<file path="src/midi_track_event_encoder_macros.svh">
// ----------------------------------------------------------------------------
// midi_track_event_encoder assertion macros
// Shared concurrent assertion forms, synchronous to clock, off in reset.
// ----------------------------------------------------------------------------
`ifndef MIDI_TRACK_EVENT_ENCODER_MACROS_SVH
`define MIDI_TRACK_EVENT_ENCODER_MACROS_SVH

// same-cycle implication
`define MTE_ASSERT_NOW(label, clk, rst, ante, cons) \
   label: assert property (@(posedge clk) disable iff (rst) (ante) |-> (cons)) \
      else $error("assertion failed");

// next-cycle implication
`define MTE_ASSERT_NEXT(label, clk, rst, ante, cons) \
   label: assert property (@(posedge clk) disable iff (rst) (ante) |=> (cons)) \
      else $error("assertion failed");

`endif

</file>
<file path="src/mte_pkg.sv">
// ----------------------------------------------------------------------------
// mte_pkg
// Types, constants and helpers shared by the track event encoder.
// ----------------------------------------------------------------------------
package mte_pkg;

   localparam int unsigned TickWidth   = 32;
   localparam int unsigned CountWidth  = 32;
   localparam int unsigned PosWidth    = 3;
   localparam int unsigned QueueDepth  = 2;
   localparam int unsigned PtrWidth    = $clog2(QueueDepth);
   localparam int unsigned FillWidth   = $clog2(QueueDepth + 1);

   localparam logic       OpEvent      = 1'b0;
   localparam logic       OpEndTrack   = 1'b1;

   localparam logic [7:0] KindMask     = 8'hF0;
   localparam logic [7:0] KindProgram  = 8'hC0;
   localparam logic [7:0] KindPressure = 8'hD0;
   localparam logic [7:0] MetaStatus   = 8'hFF;
   localparam logic [7:0] MetaEndTrack = 8'h2F;
   localparam logic [7:0] ContBit      = 8'h80;

   localparam logic [PosWidth-1:0] EotLastPos = 3'd3;

   typedef struct packed {
      logic                  opcode;
      logic [TickWidth-1:0]  delta;
      logic [7:0]            status_byte;
      logic [6:0]            first_data;
      logic [6:0]            second_data;
      logic [PosWidth-1:0]   vlq_len;
      logic [PosWidth-1:0]   last_pos;
   } desc_type;

   typedef struct packed {
      logic not_empty;
      logic not_full;
   } queue_status_type;

   function automatic logic [7:0] eot_byte(input logic [PosWidth-1:0] pos);
      logic [7:0] b;
      unique case (pos)
         3'd1:    b = MetaStatus;
         3'd2:    b = MetaEndTrack;
         default: b = 8'h00;
      endcase
      return b;
   endfunction

   function automatic logic [CountWidth-1:0] sat_inc(input logic [CountWidth-1:0] v);
      return (&v) ? v : v + CountWidth'(1);
   endfunction

endpackage

</file>
<file path="src/mte_channels.sv">
// ----------------------------------------------------------------------------
// mte channel interfaces
// Valid/ready request and response channels of the track event encoder.
// ----------------------------------------------------------------------------
interface mte_req_if;
   logic        valid;
   logic        ready;
   logic        opcode;
   logic [31:0] event_tick;
   logic [7:0]  status_byte;
   logic [6:0]  first_data;
   logic [6:0]  second_data;

   modport source (output valid, opcode, event_tick, status_byte, first_data,
                   second_data, input ready);
   modport sink   (input valid, opcode, event_tick, status_byte, first_data,
                   second_data, output ready);
endinterface

interface mte_rsp_if;
   logic        valid;
   logic        ready;
   logic [7:0]  out_byte;
   logic        last_of_item;
   logic [31:0] track_length;

   modport source (output valid, out_byte, last_of_item, track_length, input ready);
   modport sink   (input valid, out_byte, last_of_item, track_length, output ready);
endinterface

</file>
<file path="src/midi_track_event_encoder.sv">
// ----------------------------------------------------------------------------
// midi_track_event_encoder - track body byte encoder
// Requests queue as descriptors; the first byte is then registered into the
// byte-wide response register, one byte per cycle while rsp_chan.ready holds;
// events are 3 to 8 bytes, EOT 4. Synchronous reset clears tick, count, queue.
// ----------------------------------------------------------------------------
module midi_track_event_encoder (
   input  logic       clock,
   input  logic       reset,
   mte_req_if.sink    req_chan,
   mte_rsp_if.source  rsp_chan
);
   import mte_pkg::*;
   `include "midi_track_event_encoder_macros.svh"

   logic             push;
   logic             pop;
   desc_type         push_desc;
   desc_type         head_desc;
   queue_status_type q_status;

   mte_front u_front (
      .clock     (clock),
      .reset     (reset),
      .req_chan  (req_chan),
      .q_status  (q_status),
      .push      (push),
      .push_desc (push_desc)
   );

   mte_queue u_queue (
      .clock     (clock),
      .reset     (reset),
      .push      (push),
      .push_desc (push_desc),
      .pop       (pop),
      .head_desc (head_desc),
      .q_status  (q_status)
   );

   mte_back u_back (
      .clock     (clock),
      .reset     (reset),
      .head_desc (head_desc),
      .q_status  (q_status),
      .pop       (pop),
      .rsp_chan  (rsp_chan)
   );

   `MTE_ASSERT_NOW(a_pop_needs_entry, clock, reset, pop, q_status.not_empty)
   `MTE_ASSERT_NOW(a_full_not_empty, clock, reset, !q_status.not_full, q_status.not_empty)
   `MTE_ASSERT_NEXT(a_pop_marks_last, clock, reset, pop,
                    rsp_chan.valid && rsp_chan.last_of_item)
   `MTE_ASSERT_NOW(a_length_only_last, clock, reset,
                   rsp_chan.valid && !rsp_chan.last_of_item, rsp_chan.track_length == '0)

endmodule

</file>
<file path="src/mte_front.sv">
// ----------------------------------------------------------------------------
// mte_front
// Accepts requests, forms the tick delta and its VLQ length, and the last byte
// position of the item; keeps the previous tick.
// ----------------------------------------------------------------------------
module mte_front (
   input  logic                       clock,
   input  logic                       reset,
   mte_req_if.sink                    req_chan,
   input  mte_pkg::queue_status_type  q_status,
   output logic                       push,
   output mte_pkg::desc_type          push_desc
);
   import mte_pkg::*;

   logic [TickWidth-1:0] prev_tick_ff, prev_tick_in;
   logic [TickWidth-1:0] delta;
   logic [PosWidth-1:0]  vlq_len;
   logic [7:0]           kind;
   logic                 drop_second;

   assign req_chan.ready = q_status.not_full;
   assign push           = req_chan.valid && q_status.not_full;

   assign delta       = req_chan.event_tick - prev_tick_ff;
   assign kind        = req_chan.status_byte & KindMask;
   assign drop_second = (kind == KindProgram) || (kind == KindPressure);

   always_comb begin
      priority if (delta[31:28] != '0) begin
         vlq_len = 3'd5;
      end else if (delta[27:21] != '0) begin
         vlq_len = 3'd4;
      end else if (delta[20:14] != '0) begin
         vlq_len = 3'd3;
      end else if (delta[13:7] != '0) begin
         vlq_len = 3'd2;
      end else begin
         vlq_len = 3'd1;
      end
   end

   always_comb begin
      push_desc.opcode      = req_chan.opcode;
      push_desc.delta       = delta;
      push_desc.status_byte = req_chan.status_byte;
      push_desc.first_data  = req_chan.first_data;
      push_desc.second_data = req_chan.second_data;
      push_desc.vlq_len     = vlq_len;
      if (req_chan.opcode == OpEndTrack) begin
         push_desc.last_pos = EotLastPos;
      end else begin
         push_desc.last_pos = vlq_len + (drop_second ? 3'd1 : 3'd2);
      end
   end

   always_comb begin
      prev_tick_in = prev_tick_ff;
      if (push) begin
         prev_tick_in = (req_chan.opcode == OpEndTrack) ? '0 : req_chan.event_tick;
      end
   end

   always_ff @(posedge clock) begin
      if (reset) begin
         prev_tick_ff <= '0;
      end else begin
         prev_tick_ff <= prev_tick_in;
      end
   end

endmodule

</file>
<file path="src/mte_queue.sv">
// ----------------------------------------------------------------------------
// mte_queue
// Short register queue of item descriptors between front and back.
// ----------------------------------------------------------------------------
module mte_queue (
   input  logic                       clock,
   input  logic                       reset,
   input  logic                       push,
   input  mte_pkg::desc_type          push_desc,
   input  logic                       pop,
   output mte_pkg::desc_type          head_desc,
   output mte_pkg::queue_status_type  q_status
);
   import mte_pkg::*;

   desc_type               entry_ff [QueueDepth];
   logic [PtrWidth-1:0]    wr_ptr_ff, wr_ptr_in;
   logic [PtrWidth-1:0]    rd_ptr_ff, rd_ptr_in;
   logic [FillWidth-1:0]   fill_ff, fill_in;

   function automatic logic [PtrWidth-1:0] ptr_next(input logic [PtrWidth-1:0] p);
      return (p == PtrWidth'(QueueDepth - 1)) ? '0 : p + PtrWidth'(1);
   endfunction

   assign head_desc          = entry_ff[rd_ptr_ff];
   assign q_status.not_empty = (fill_ff != '0);
   assign q_status.not_full  = (fill_ff != FillWidth'(QueueDepth));

   always_comb begin
      wr_ptr_in = push ? ptr_next(wr_ptr_ff) : wr_ptr_ff;
      rd_ptr_in = pop  ? ptr_next(rd_ptr_ff) : rd_ptr_ff;
      fill_in   = fill_ff;
      if (push && !pop) begin
         fill_in = fill_ff + FillWidth'(1);
      end else if (pop && !push) begin
         fill_in = fill_ff - FillWidth'(1);
      end
   end

   always_ff @(posedge clock) begin
      if (push) begin
         entry_ff[wr_ptr_ff] <= push_desc;
      end
   end

   always_ff @(posedge clock) begin
      if (reset) begin
         wr_ptr_ff <= '0;
         rd_ptr_ff <= '0;
         fill_ff   <= '0;
      end else begin
         wr_ptr_ff <= wr_ptr_in;
         rd_ptr_ff <= rd_ptr_in;
         fill_ff   <= fill_in;
      end
   end

endmodule

</file>
<file path="src/mte_back.sv">
// ----------------------------------------------------------------------------
// mte_back
// Walks the head descriptor one byte a cycle, while the response is taken, into
// the response register and keeps the saturating body byte count.
// ----------------------------------------------------------------------------
module mte_back (
   input  logic                       clock,
   input  logic                       reset,
   input  mte_pkg::desc_type          head_desc,
   input  mte_pkg::queue_status_type  q_status,
   output logic                       pop,
   mte_rsp_if.source                  rsp_chan
);
   import mte_pkg::*;

   logic [PosWidth-1:0]   pos_ff, pos_in;
   logic [CountWidth-1:0] count_ff, count_in;
   logic                  valid_ff, valid_in;
   logic [7:0]            byte_ff, byte_in;
   logic                  last_ff, last_in;
   logic [CountWidth-1:0] length_ff, length_in;
   logic                  load;
   logic                  at_last;
   logic [PosWidth-1:0]   grp_sel;
   logic [6:0]            grp;
   logic [CountWidth-1:0] count_next;

   assign load    = q_status.not_empty && (!valid_ff || rsp_chan.ready);
   assign at_last = (pos_ff == head_desc.last_pos);
   assign pop     = load && at_last;
   assign grp_sel = head_desc.vlq_len - 3'd1 - pos_ff;
   assign count_next = sat_inc(count_ff);

   always_comb begin
      unique case (grp_sel)
         3'd0:    grp = head_desc.delta[6:0];
         3'd1:    grp = head_desc.delta[13:7];
         3'd2:    grp = head_desc.delta[20:14];
         3'd3:    grp = head_desc.delta[27:21];
         default: grp = {3'b000, head_desc.delta[31:28]};
      endcase
   end

   always_comb begin
      if (head_desc.opcode == OpEndTrack) begin
         byte_in = eot_byte(pos_ff);
      end else if (pos_ff < head_desc.vlq_len) begin
         byte_in = {1'b0, grp} | ((grp_sel != '0) ? ContBit : 8'h00);
      end else if (pos_ff == head_desc.vlq_len) begin
         byte_in = head_desc.status_byte;
      end else if (pos_ff == head_desc.vlq_len + 3'd1) begin
         byte_in = {1'b0, head_desc.first_data};
      end else begin
         byte_in = {1'b0, head_desc.second_data};
      end
   end

   always_comb begin
      valid_in  = valid_ff;
      pos_in    = pos_ff;
      count_in  = count_ff;
      last_in   = last_ff;
      length_in = length_ff;
      if (load) begin
         valid_in  = 1'b1;
         last_in   = at_last;
         length_in = '0;
         pos_in    = at_last ? '0 : pos_ff + 3'd1;
         count_in  = count_next;
         if (at_last && head_desc.opcode == OpEndTrack) begin
            length_in = count_next;
            count_in  = '0;
         end
      end else if (rsp_chan.ready) begin
         valid_in = 1'b0;
      end
   end

   always_ff @(posedge clock) begin
      if (load) begin
         byte_ff   <= byte_in;
      end
      last_ff   <= last_in;
      length_ff <= length_in;
   end

   always_ff @(posedge clock) begin
      if (reset) begin
         valid_ff <= 1'b0;
         pos_ff   <= '0;
         count_ff <= '0;
      end else begin
         valid_ff <= valid_in;
         pos_ff   <= pos_in;
         count_ff <= count_in;
      end
   end

   assign rsp_chan.valid        = valid_ff;
   assign rsp_chan.out_byte     = byte_ff;
   assign rsp_chan.last_of_item = last_ff;
   assign rsp_chan.track_length = length_ff;

endmodule
</file>
<file path="src/flat_wrapper.sv">
// flat-port wrapper written by rule: the top's interface ports become plain ports
module midi_track_event_encoder_flat import mte_pkg::*;
  (clock, reset, req_chan_valid, req_chan_opcode, req_chan_event_tick, req_chan_status_byte, req_chan_first_data, req_chan_second_data, req_chan_ready, rsp_chan_valid, rsp_chan_out_byte, rsp_chan_last_of_item, rsp_chan_track_length, rsp_chan_ready);
  mte_req_if req_chan_i ();
  mte_rsp_if rsp_chan_i ();
  input  logic clock;
  input  logic reset;
  input wire logic [$bits(req_chan_i.valid)-1:0] req_chan_valid;
  input wire logic [$bits(req_chan_i.opcode)-1:0] req_chan_opcode;
  input wire logic [$bits(req_chan_i.event_tick)-1:0] req_chan_event_tick;
  input wire logic [$bits(req_chan_i.status_byte)-1:0] req_chan_status_byte;
  input wire logic [$bits(req_chan_i.first_data)-1:0] req_chan_first_data;
  input wire logic [$bits(req_chan_i.second_data)-1:0] req_chan_second_data;
  output wire logic [$bits(req_chan_i.ready)-1:0] req_chan_ready;
  output wire logic [$bits(rsp_chan_i.valid)-1:0] rsp_chan_valid;
  output wire logic [$bits(rsp_chan_i.out_byte)-1:0] rsp_chan_out_byte;
  output wire logic [$bits(rsp_chan_i.last_of_item)-1:0] rsp_chan_last_of_item;
  output wire logic [$bits(rsp_chan_i.track_length)-1:0] rsp_chan_track_length;
  input wire logic [$bits(rsp_chan_i.ready)-1:0] rsp_chan_ready;
  assign req_chan_i.valid = req_chan_valid;
  assign req_chan_i.opcode = req_chan_opcode;
  assign req_chan_i.event_tick = req_chan_event_tick;
  assign req_chan_i.status_byte = req_chan_status_byte;
  assign req_chan_i.first_data = req_chan_first_data;
  assign req_chan_i.second_data = req_chan_second_data;
  assign req_chan_ready = req_chan_i.ready;
  assign rsp_chan_valid = rsp_chan_i.valid;
  assign rsp_chan_out_byte = rsp_chan_i.out_byte;
  assign rsp_chan_last_of_item = rsp_chan_i.last_of_item;
  assign rsp_chan_track_length = rsp_chan_i.track_length;
  assign rsp_chan_i.ready = rsp_chan_ready;
  midi_track_event_encoder u_core (.clock(clock), .reset(reset), .req_chan(req_chan_i), .rsp_chan(rsp_chan_i));
endmodule
</file>
<file path="config.mk">
export PLATFORM = sky130hd
export DESIGN_NAME = midi_track_event_encoder_flat
export DESIGN_NICKNAME = d
export VERILOG_FILES = /design/src/mte_pkg.sv /design/src/mte_channels.sv /design/src/midi_track_event_encoder.sv /design/src/mte_front.sv /design/src/mte_queue.sv /design/src/mte_back.sv /design/src/flat_wrapper.sv
export VERILOG_INCLUDE_DIRS = /design/src /design/src/src
export SDC_FILE = /design/constraint.sdc
export NUM_CORES = 1
export LEC_CHECK = 0
export ABC_AREA = 1
export BUFFER_PORTS_ARGS = -buffer_cell sky130_fd_sc_hd__buf_4
export CAP_MARGIN = 20
export CORE_MARGIN = 2
export CORE_UTILIZATION = 55
export CTS_CLUSTER_SIZE = 20
export DETAILED_ROUTE_END_ITERATION = 7
export PLACE_DENSITY = 0.74
export SLEW_MARGIN = 20
export SYNTH_ARGS = -nofsm -noshare
export SYNTH_HDL_FRONTEND = slang
export SYNTH_SLANG_ARGS = --single-unit
</file>
<file path="constraint.sdc">
create_clock -name clock -period 4.05 [get_ports clock]
set_input_delay 0.405 -clock clock [delete_from_list [all_inputs] [get_ports clock]]
set_output_delay 0.405 -clock clock [all_outputs]
set_load 0.005 [all_outputs]
</file>
---- Yosys cells after proc, flatten, opt, wreduce, memory -nomap -nowiden ----
Memory sizes are Yosys's and may differ from the RTL's. A register that Yosys moved wholly into a read port is not among the register bits.
Cells that the tools add are included.
Widths: inputs -> output; s select.
storage, ports and cells
  register bits ........................... 113
  bits in writable memories ............... 122
  input port bits ......................... 59
  output and inout port bits .............. 43
  logic and storage cells ................. 83
  memories kept ........................... 1
cells by class
  add/subtract/negate cells ............... 11
  order comparisons ....................... 1
  eq/ne operators ......................... 11
  muxes and demuxes ....................... 27
  bitwise operators ....................... 1
  reduce and logical (&&, ||, !) cells .... 21
memories
  memory                   depth  width  rd ports  clocked after memory_dff  write ports  line             RTL
  u_core.u_queue.entry_ff  2      61     1         1                         1            mte_queue.sv:16  desc_type entry_ff [QueueDepth];
operators with widths
  operator               number
  $mux 32                3
  $add 32x1->32 const B  1
  $mux 8                 4
  $reduce_and 32->1      1
  $sub 32x32->32         1
  $pmux 7 s4             1
  $reduce_bool 7->1      3
  $pmux 8 s2             1
  $mux 3                 4
  $mux 2                 5
  $eq 3x2->1 const B     3
  $eq 3x3->1             3
  $eq 4x4->1 const B     2
  $mux 1                 8
  $or 7x8->8             1
  $mux 7                 1
  $add 3x1->3 const B    2
  $eq 3x1->1 const B     2
  $logic_and 1x1->1      6
  $reduce_bool 2->1      3
  $reduce_bool 4->1      1
  $add 3x2->3            1
  $logic_not 1->1        3
  $logic_not 3->1        1
  9 further kinds        11

---- Logic depth before layout (Yosys ltp) ----
Gate-level depths: netlist of run 1.
  depth after elaboration ................. 8
  mapped depth ............................ 24
  depth with buffers taken out ............ 24

---- Modules after synthesis ----
From an unflattened synthesis of run 1, not the netlist that was laid out.
unflattened totals
  cells, all modules ...................... 1618
  area total of the unflattened synthesis .. 13828.3 µm²
modules (own cells, without submodules)
  module     times used  cells an instance  area each (µm²)  sequential area each (µm²)
  mte_queue  1           223                4933.5           3763.6
  mte_back   1           680                4815.9           1951.9
  mte_front  1           715                4078.9           640.6

---- Worst setup path after synthesis of run 1 ----
OpenSTA, ideal clock, no wires.
  path kind ............................... reg-to-reg
  start ................................... reg u_core.u_queue.fill_ff[0]
  end ..................................... mem u_core.u_queue.entry_ff[0][0] (netlist name), enable pin
  library setup time ...................... 0.480 ns
  data arrival time ....................... 3.514 ns
  data required time ...................... 3.570 ns
  slack ................................... 0.056 ns
  stages on the path, launching flop included .. 7
  buffers on the path ..................... 2
  clock period less this slack ............ 3.994 ns
  cell sequence ........................... dfxtp_1 -> inv_1 -> nand2_1 -> nand2_1 -> clkbuf_1 -> clkbuf_1 -> nor2_1
between the ends
  cells in the longest elaborated chain, start to end .. 4
ends and longest elaborated chain
  what                          line                RTL
  start, declared               mte_queue.sv:19     logic [FillWidth-1:0] fill_ff, fill_in;
  start signal, assigned        mte_queue.sv:54     fill_ff <= fill_in;
  $ne 2x2->1                    mte_queue.sv:27     assign q_status.not_full = (fill_ff != FillWidth'(QueueDepth));
  via req_chan_ready            flat_wrapper.sv:14  output wire logic [$bits(req_chan_i.ready)-1:0] req_chan_ready;
  $logic_and 1x1->1             mte_front.sv:23     assign push = req_chan.valid && q_status.not_full;
  $mux 1                        mte_queue.sv:41     if (push) begin
  $mux 1 (not written as such)  mte_queue.sv:42     entry_ff[wr_ptr_ff] <= push_desc;
  end, declared                 mte_queue.sv:16
The timed path passes the listed nets, and every way through them passes these cells.

==> impl_metrics.py, run 1 <==
metrics = {
    "clock_network": {
        "clk_latency_ps": 540,
        "cts.repair.resized": 0,
        "clock_sinks": 236,
        "cts-buffers-inserted": 26,
        "holdBufCountCts": 0,
        "cts_buffer_depth": 3,
        "htreeDepth": 1,
        "cts_tree": "done",
        "post_cts_buffers": 0,
        "cts_root_buf": "clkbuf_16",
        "clk_pin_slew_worst_paths_ps": 60,
    },
    "worst_setup_path": {
        "crit_path_end_kind": "flip-flop",
        "startpoint_type": "flip-flop",
        "critPathBufInv": 1,
        "crit_arrival_ps": 3710,
        "r2r_slack_ps": 620,
        "cpPeakStageDelay_ps": 430,
        "timing.critical_path.mode_cell": "nand2_1",
        "cp_max_fo": 4,
        "path_class": "flip-flop to flip-flop",
        "crit_chain": "ha_1 > fa_1 > inv_1 > nand2_1 > nand2_1 > nand3_1 > nand2_2 > nand2_1 > nand2_2 > nand3_1 > nand4_1 > nand2_1 > nor2_1 > nand3_1 > nand2_1 > nand2_1 > ha_1 > fa_1 > or2_2",
        "crit_family": "simple AND/OR/NAND/NOR gates",
        "cp_slowest_cell": "fa_1",
        "required_ps": 4330,
    },
    "synth": {
        "synth.avg_cell_area_sq_um": 8.321,
        "synth_top_family_by_area": "simple AND/OR/NAND/NOR gates",
        "synth.net_count": 1656,
        "ys_warn_count": 0,
        "synthFlopType": "edfxtp_1",
        "synth_cells": 1552,
        "synth_async_sr_flop_share_pct": 0,
        "synth-simple-area-share_pct": 26.03,
        "syn_area_sq_um": 12910,
        "synth_compound_area_share_pct": 8.410,
        "synthMuxAreaShare_pct": 0.4941,
        "synthAdderAreaFrac_pct": 4.534,
        "ys_seq_elements": 236,
        "synth.distinct_cells": 51,
        "ys_seq_area_share_pct": 49.22,
        "synth_xor_area_share_pct": 3.711,
        "synth_edf_count": 163,
    },
    "floorplanning": {
        "initial_core_util_pct": 55.51,
        "ioPinCount": 102,
        "core-area_sq_um": 23260,
        "rows": 56,
        "dieHeight_microns": 157.2,
        "die_w_microns": 157.2,
        "dieArea_sq_um": 24720,
    },
    "power": {
        "swShare_pct": 32.67,
        "intPower_mw": 5.231,
        "ir_drop_uv": 369.4,
        "powerDensity_nw_per_um2": 523.9,
        "clock_power_share_pct": 29.9,
        "power_frac_seq_pct": 41.3,
        "netSwitchingPower_mw": 2.539,
        "combinationalPowerShare_pct": 28.7,
        "p_leak_nw": 6.378,
        "power_mw": 7.770,
    },
    "timing": {
        "final.setup.tns_ps": 0,
        "hold_viol_final": 0,
        "rsz0062_at_grt": "false",
        "hold_ws_ps": 55.87,
        "period_share_pct": 84.76,
        "max_slew_margin_pct": 29.44,
        "finalSetupViolations": 0,
        "min_period_ps": 3433,
        "worst_pin_slew_ps": 1052,
        "final_max_slew_viol_count": 0,
        "fmax_ghz": 0.2913,
        "final.setup_skew_ps": 12.04,
    },
    "global_route": {
        "grt_max_degree": 70,
        "grt_usage_pct": 25.74,
        "grt_overflow_total": 0,
        "grt_first_pass_wirelength_microns": 50450,
        "first_global_vias": 9903,
        "antenna_found_initial": 0,
    },
    "route": {
        "wire_per_inst_microns": 15.83,
        "drtAntennaViolNets": 0,
        "first_pass_iters": 5,
        "routed_wl_microns": 31440,
        "drt_iter0_markers": 875,
        "via_per_inst": 5.278,
        "drc": 0,
        "vias": 10480,
    },
    "final_layout": {
        "final_layout_size_suffix_gt1_share_pct": 15.06,
        "syn2layout_area_growth_pct": 14.86,
        "final_nets": 1753,
        "n_antenna_cell": 0,
    },
    "placement": {
        "port_buffers": 101,
        "gp_congestion": 0.9457,
        "place_hpwl_microns": 22840,
    },
    "run_status": {
        "status": "finished clean",
    },
    "run": {
        "drv_cap": 0,
    },
    "hold_path": {
        "hp-class": "primary input to flip-flop",
    },
}
-- cell type report --
type / count / area (sq um)
Fill cell: 2050 / 8429
Sequential cell: 236 / 6357
Multi-Input combinational cell: 1064 / 5602
Timing Repair Buffer: 113 / 848.3
Inverter: 208 / 785.8
Clock buffer: 39 / 740.7
Tap cell: 319 / 399.1
Clock inverter: 7 / 100.1
-- routing by layer --
metal  up-vias  share of wire, %  routed length (microns)  GRT usage [%]
li1       5246                 -                        -              -
met1      4848                47                    14670          36.94
met2       338                45                    14040          41.03
met3        51               6.6                     2064          3.855
met4         0               2.1                      666          6.710
met5         -                 0                        0              0
-- power groups by stage --
stage | clock network [mW] | registers (mW) | logic (mW)
finish | 2.33 | 3.21 | 2.23
floorplan | 0 | 3.26 | 1.43
detailed placement | 0 | 3.26 | 2.22
global placement | 0 | 3.25 | 2.17
CTS | 2.36 | 3.21 | 2.23
global route | 2.45 | 3.25 | 2.50
-- path summary, 6_finish.rpt --
kind / start / end / cells after the start
worst min register to register: u_core.u_front.prev_tick_ff[20] / u_core.u_front.prev_tick_ff[20] / 2
worst max-delay path: u_core.u_front.prev_tick_ff[0] / u_core.u_queue.entry_ff[0][1] / 19
worst max register to register: u_core.u_front.prev_tick_ff[0] / u_core.u_queue.entry_ff[0][1] / 19
worst min-delay path: req_chan_second_data[5] / u_core.u_queue.entry_ff[1][11] / 1
-- kinds of logic (layout without fill, tap and decap cells) --
logic type | count (synthesis) | after routing
AOI/OAI and AO/OA | 192 | 192
xor gates and xnor gates | 53 | 53
adders and majority gates | 45 | 45
buffers and inverters | 252 | 367
DFF | 236 | 236
muxes | 6 | 6
and+or+nand+nor | 768 | 768
-- Yosys cell counts (2+ instances only) --
| cell | n | share of area, % |
|---|---|---|
| buf_2 | 9 | 0.35 |
| a211oi_1 | 31 | 1.8 |
| xor2_1 | 32 | 2.2 |
| ha_1 | 42 | 4.1 |
| a31oi_1 | 4 | 0.19 |
| nand2_2 | 30 | 1.5 |
| nor2_2 | 19 | 0.92 |
| nand2_1 | 504 | 15 |
| fa_1 | 3 | 0.47 |
| nand4_1 | 17 | 0.82 |
| nor2_4 | 8 | 0.70 |
| or2_2 | 3 | 0.15 |
| nand3_1 | 53 | 2.1 |
| edfxtp_1 | 163 | 38 |
| a22o_1 | 4 | 0.27 |
| nor4_1 | 6 | 0.29 |
| inv_1 | 194 | 5.6 |
| inv_2 | 12 | 0.35 |
| nor3_1 | 17 | 0.66 |
| dfxtp_1 | 73 | 11 |
| o21ai_1 | 11 | 0.43 |
| mux2i_1 | 5 | 0.39 |
| nand3b_1 | 2 | 0.12 |
| or2_1 | 5 | 0.24 |
| a21oi_1 | 122 | 4.7 |
| nor2_1 | 87 | 2.5 |
| buf_1 | 2 | 0.058 |
| nand3_2 | 5 | 0.39 |
| nor3_2 | 6 | 0.47 |
| a21oi_2 | 3 | 0.20 |
| buf_6 | 2 | 0.17 |
| xnor2_1 | 19 | 1.3 |
| inv_4 | 2 | 0.097 |
| clkbuf_1 | 30 | 0.87 |
| o21ai_0 | 11 | 0.43 |
-- flip-flops by register name, summed over array words and instances (netlist names), named ones only --
| signal | count |
|---|---|
| u_core.u_back.rsp_chan.track_length | 32 |
| u_core.u_back.rsp_chan.last_of_item | 1 |
| u_core.u_queue.rd_ptr_ff | 1 |
| u_core.u_front.prev_tick_ff | 32 |
| u_core.u_back.pos_ff | 3 |
| u_core.u_queue.entry_ff | 122 |
| u_core.u_back.rsp_chan.valid | 1 |
| u_core.u_back.count_ff | 32 |
| u_core.u_back.rsp_chan.out_byte | 8 |
| u_core.u_queue.wr_ptr_ff | 1 |
| u_core.u_queue.fill_ff | 2 |
-- metrics by stage --
step / area (sq um) / util, % / cells / setup WS [ps]
after detailed placement: 13990 / 60.15 / 1940 / 420.7
after CTS: 14830 / 63.76 / 1986 / 619.7
after global placement: 13990 / 60.15 / 1940 / 456.9
final: 14830 / 63.76 / 1986 / 617.1
after floorplan: 12910 / - / 1552 / 55.94
after global routing: 14830 / 63.76 / 1986 / 293.9
-- cell usage in the layout, fill, tap and decap left out, types with 6 or more instances in the layout --
cell | synthesis | final
a211oi_1 | 31 | 31
a21oi_1 | 122 | 122
buf_4 | 1 | 113
clkbuf_1 | 30 | 10
clkbuf_16 | 0 | 27
dfxtp_1 | 73 | 72
edfxtp_1 | 163 | 163
ha_1 | 42 | 42
inv_1 | 194 | 192
inv_2 | 12 | 13
nand2_1 | 504 | 503
nand2_2 | 30 | 31
nand3_1 | 53 | 53
nand4_1 | 17 | 17
nor2_1 | 87 | 85
nor2_2 | 19 | 19
nor2_4 | 8 | 10
nor3_1 | 17 | 17
nor3_2 | 6 | 6
nor4_1 | 6 | 6
o21ai_0 | 11 | 11
o21ai_1 | 11 | 11
xnor2_1 | 19 | 19
xor2_1 | 32 | 32
(Power assumes the default switching activity.)
==> run 2, diff against run 1 <==
==> constraint.sdc (replaced) <==
create_clock -name clock -period 2.8 [get_ports clock]
set_input_delay 0.28 -clock clock [delete_from_list [all_inputs] [get_ports clock]]
set_output_delay 0.28 -clock clock [all_outputs]
set_load 0.005 [all_outputs]
==> run 2 against run 1 <==
The run now ends with negative setup slack left. Routed wire length is 10% higher. Core utilization rose by 8.8 points. Maximum frequency increased by 9.4%. Combinational power increased by 92%. Flip-flop and latch count unchanged. Cell area increased by 14%. Non-clock buffer count grew 178. Register-to-register slack got worse by 950 ps. Critical path depth did not move. Clock power increased by 48%. Global-route usage increased by 2.0 points. Sequential share of layout area is 5.2 points lower. Critical path type unchanged.
==> impl_metrics.py, run 2 (synthesis results as in run 1) <==
metrics = {
    "run_status": {
        "status": "finished, violations left",
        "violations": "negative setup slack",
    },
    "route": {
        "drt_iter0_markers": 876,
        "wire_per_inst_microns": 16.04,
        "routed_wl_microns": 34720,
        "vias": 11160,
        "via_per_inst": 5.157,
        "drc": 0,
        "first_pass_iters": 6,
        "drtAntennaViolNets": 0,
    },
    "final_layout": {
        "n_antenna_cell": 0,
        "final_nets": 1930,
        "regMostFlops": "u_core.u_queue.entry_ff",
        "largest_reg_flops": 122,
        "mostFrequentLayoutCells": "nand2_1 (482), buf_4 (256), inv_1 (185), edfxtp_1 (163), a21oi_1 (117)",
        "fill_cells": 1763,
        "utilization_pct": 72.57,
        "final_common_cell": "nand2_1",
        "syn2layout_area_growth_pct": 30.73,
        "final_layout_size_suffix_gt1_share_pct": 27.10,
        "fin_cells": 2164,
    },
    "power": {
        "p_leak_nw": 7.314,
        "power_mw": 12.35,
        "ir_drop_uv": 519.6,
        "powerDensity_nw_per_um2": 731.4,
    },
    "worst_setup_path": {
        "cp_slowest_cell": "fa_2",
        "critPathBufInv": 1,
        "crit_family": "simple AND/OR/NAND/NOR gates",
        "crit_chain": "ha_4 > fa_2 > inv_2 > nand2_2 > nand2_2 > nand3_2 > nand2_4 > nand2_2 > nand2_2 > nand3_2 > nand4_1 > nand2_2 > nor2_4 > nand3_2 > nand2_2 > nand2_4 > ha_4 > fa_2 > or2_4",
        "crit_path_end_kind": "flip-flop",
        "cp_max_fo": 4,
        "crit_arrival_ps": 3420,
        "timing.critical_path.mode_cell": "nand2_2",
        "path_class": "flip-flop to flip-flop",
        "cpPeakStageDelay_ps": 400,
        "startpoint_type": "flip-flop",
        "required_ps": 3080,
    },
    "timing": {
        "worst_pin_slew_ps": 625.8,
        "final.setup.tns_ps": -1390,
        "final_max_slew_viol_count": 0,
        "min_period_ps": 3138,
        "finalSetupViolations": 8,
        "max_slew_margin_pct": 58.28,
        "setup_slack_ps": -337.7,
        "final.setup_skew_ps": 16.06,
        "rsz0062_at_grt": "true",
        "period_share_pct": 112.1,
        "fmax_ghz": 0.3187,
        "hold_viol_final": 0,
    },
    "floorplanning": {
        "initial_core_util_pct": 55.51,
        "die_w_microns": 157.2,
        "dieArea_sq_um": 24720,
        "rows": 56,
        "core-area_sq_um": 23260,
        "ioPinCount": 102,
        "dieHeight_microns": 157.2,
    },
    "clock_network": {
        "cts_tree": "done",
        "clk_latency_ps": 530,
        "cts-buffers-inserted": 25,
        "cts_root_buf": "clkbuf_16",
        "clk_pin_slew_worst_paths_ps": 60,
        "cts_buffer_depth": 3,
        "htreeDepth": 1,
        "clock_sinks": 236,
    },
    "global_route": {
        "grt_overflow_total": 0,
        "grt_first_pass_wirelength_microns": 54130,
        "antenna_found_initial": 0,
        "first_global_vias": 10960,
        "grt_usage_pct": 27.73,
        "grt_max_degree": 63,
    },
    "hold_path": {
        "hp-class": "primary input to flip-flop",
    },
    "placement": {
        "gp_congestion": 0.9510,
        "port_buffers": 101,
        "placed_cells": 2072,
        "place_hpwl_microns": 24390,
    },
    "run": {
        "drv_cap": 0,
    },
}
run 2: changes by cell type in the layout (fill, tap and decap cells not counted), sizes merged, moves of 2 or more:
cell         before  now
dlygate4sd3       0   23
bufinv            2    4
inv             207  209
buf             113  268
clkbuf           39   29
clkinv            5   10
run 2: stage by stage:
stage | worst slack, ps | area [sq um] | hold slack (ps)
CTS | -251.1 | 16650 | 42.62
detailed placement | -525.9 | 15040 | 466.3
finish | -337.7 | 16880 | 50.57
floorplan | -169.2 | 12980 | 378.9
global placement | -434.8 | 15040 | 454.5
global route | -482.1 | 16880 | 72.72
run 2: area by class of cell:
type / instances / area [sq um] / share of cell area (%)
Sequential cell: 236 / 6360 / 37.67
Multi-Input combinational cell: 1064 / 6172 / 36.56
Tap cell: 319 / 399.1 / 2.364
Clock inverter: 17 / 206.4 / 1.223
Inverter: 208 / 789.5 / 4.677
Clock buffer: 29 / 650.6 / 3.854
Timing Repair Buffer: 291 / 2305 / 13.65
run 2: worst paths after layout:
kind | end | from | slack [ps] | depth (start not counted)
worst max-delay path | u_core.u_queue.entry_ff[1][1] | u_core.u_front.prev_tick_ff[0] | -340 | 19
worst min-delay path | u_core.u_front.prev_tick_ff[31] | req_chan_event_tick[31] | 50 | 3
worst max register to register | u_core.u_queue.entry_ff[1][1] | u_core.u_front.prev_tick_ff[0] | -340 | 19
worst min register to register | u_core.u_front.prev_tick_ff[23] | u_core.u_front.prev_tick_ff[23] | 480 | 2
run 2: where the power goes:
part           internal, mW  switching [mW]
combinational          1.79            2.48
clock                  2.05            1.40
sequential             4.46           0.163
run 2: layer usage:
layer	routed length, microns	global-route usage, %
met5	0	0
met4	707	6.320
met3	2145	3.524
met2	16460	47.35
met1	15400	37.86
run 2: what timing repair did:
| item | CTS | global route |
|---|---|---|
| setup endpoints to repair | 6 | 18 |
| pin swaps | 24 | 20 |
| gates resized for setup | 70 | 46 |
| hold buffers | 23 | 0 |
| buffers inserted | 16 | 8 |
| endpoints found under the hold margin | 46 | 0 |
run 2: worst reg2reg max path: cells and delay by family (launching register included):
family	cells	cell delay [ps]
and+or+nand+nor	14	1390
DFF	1	330
buffers and inverters	1	90
adders and majority gates	4	1080
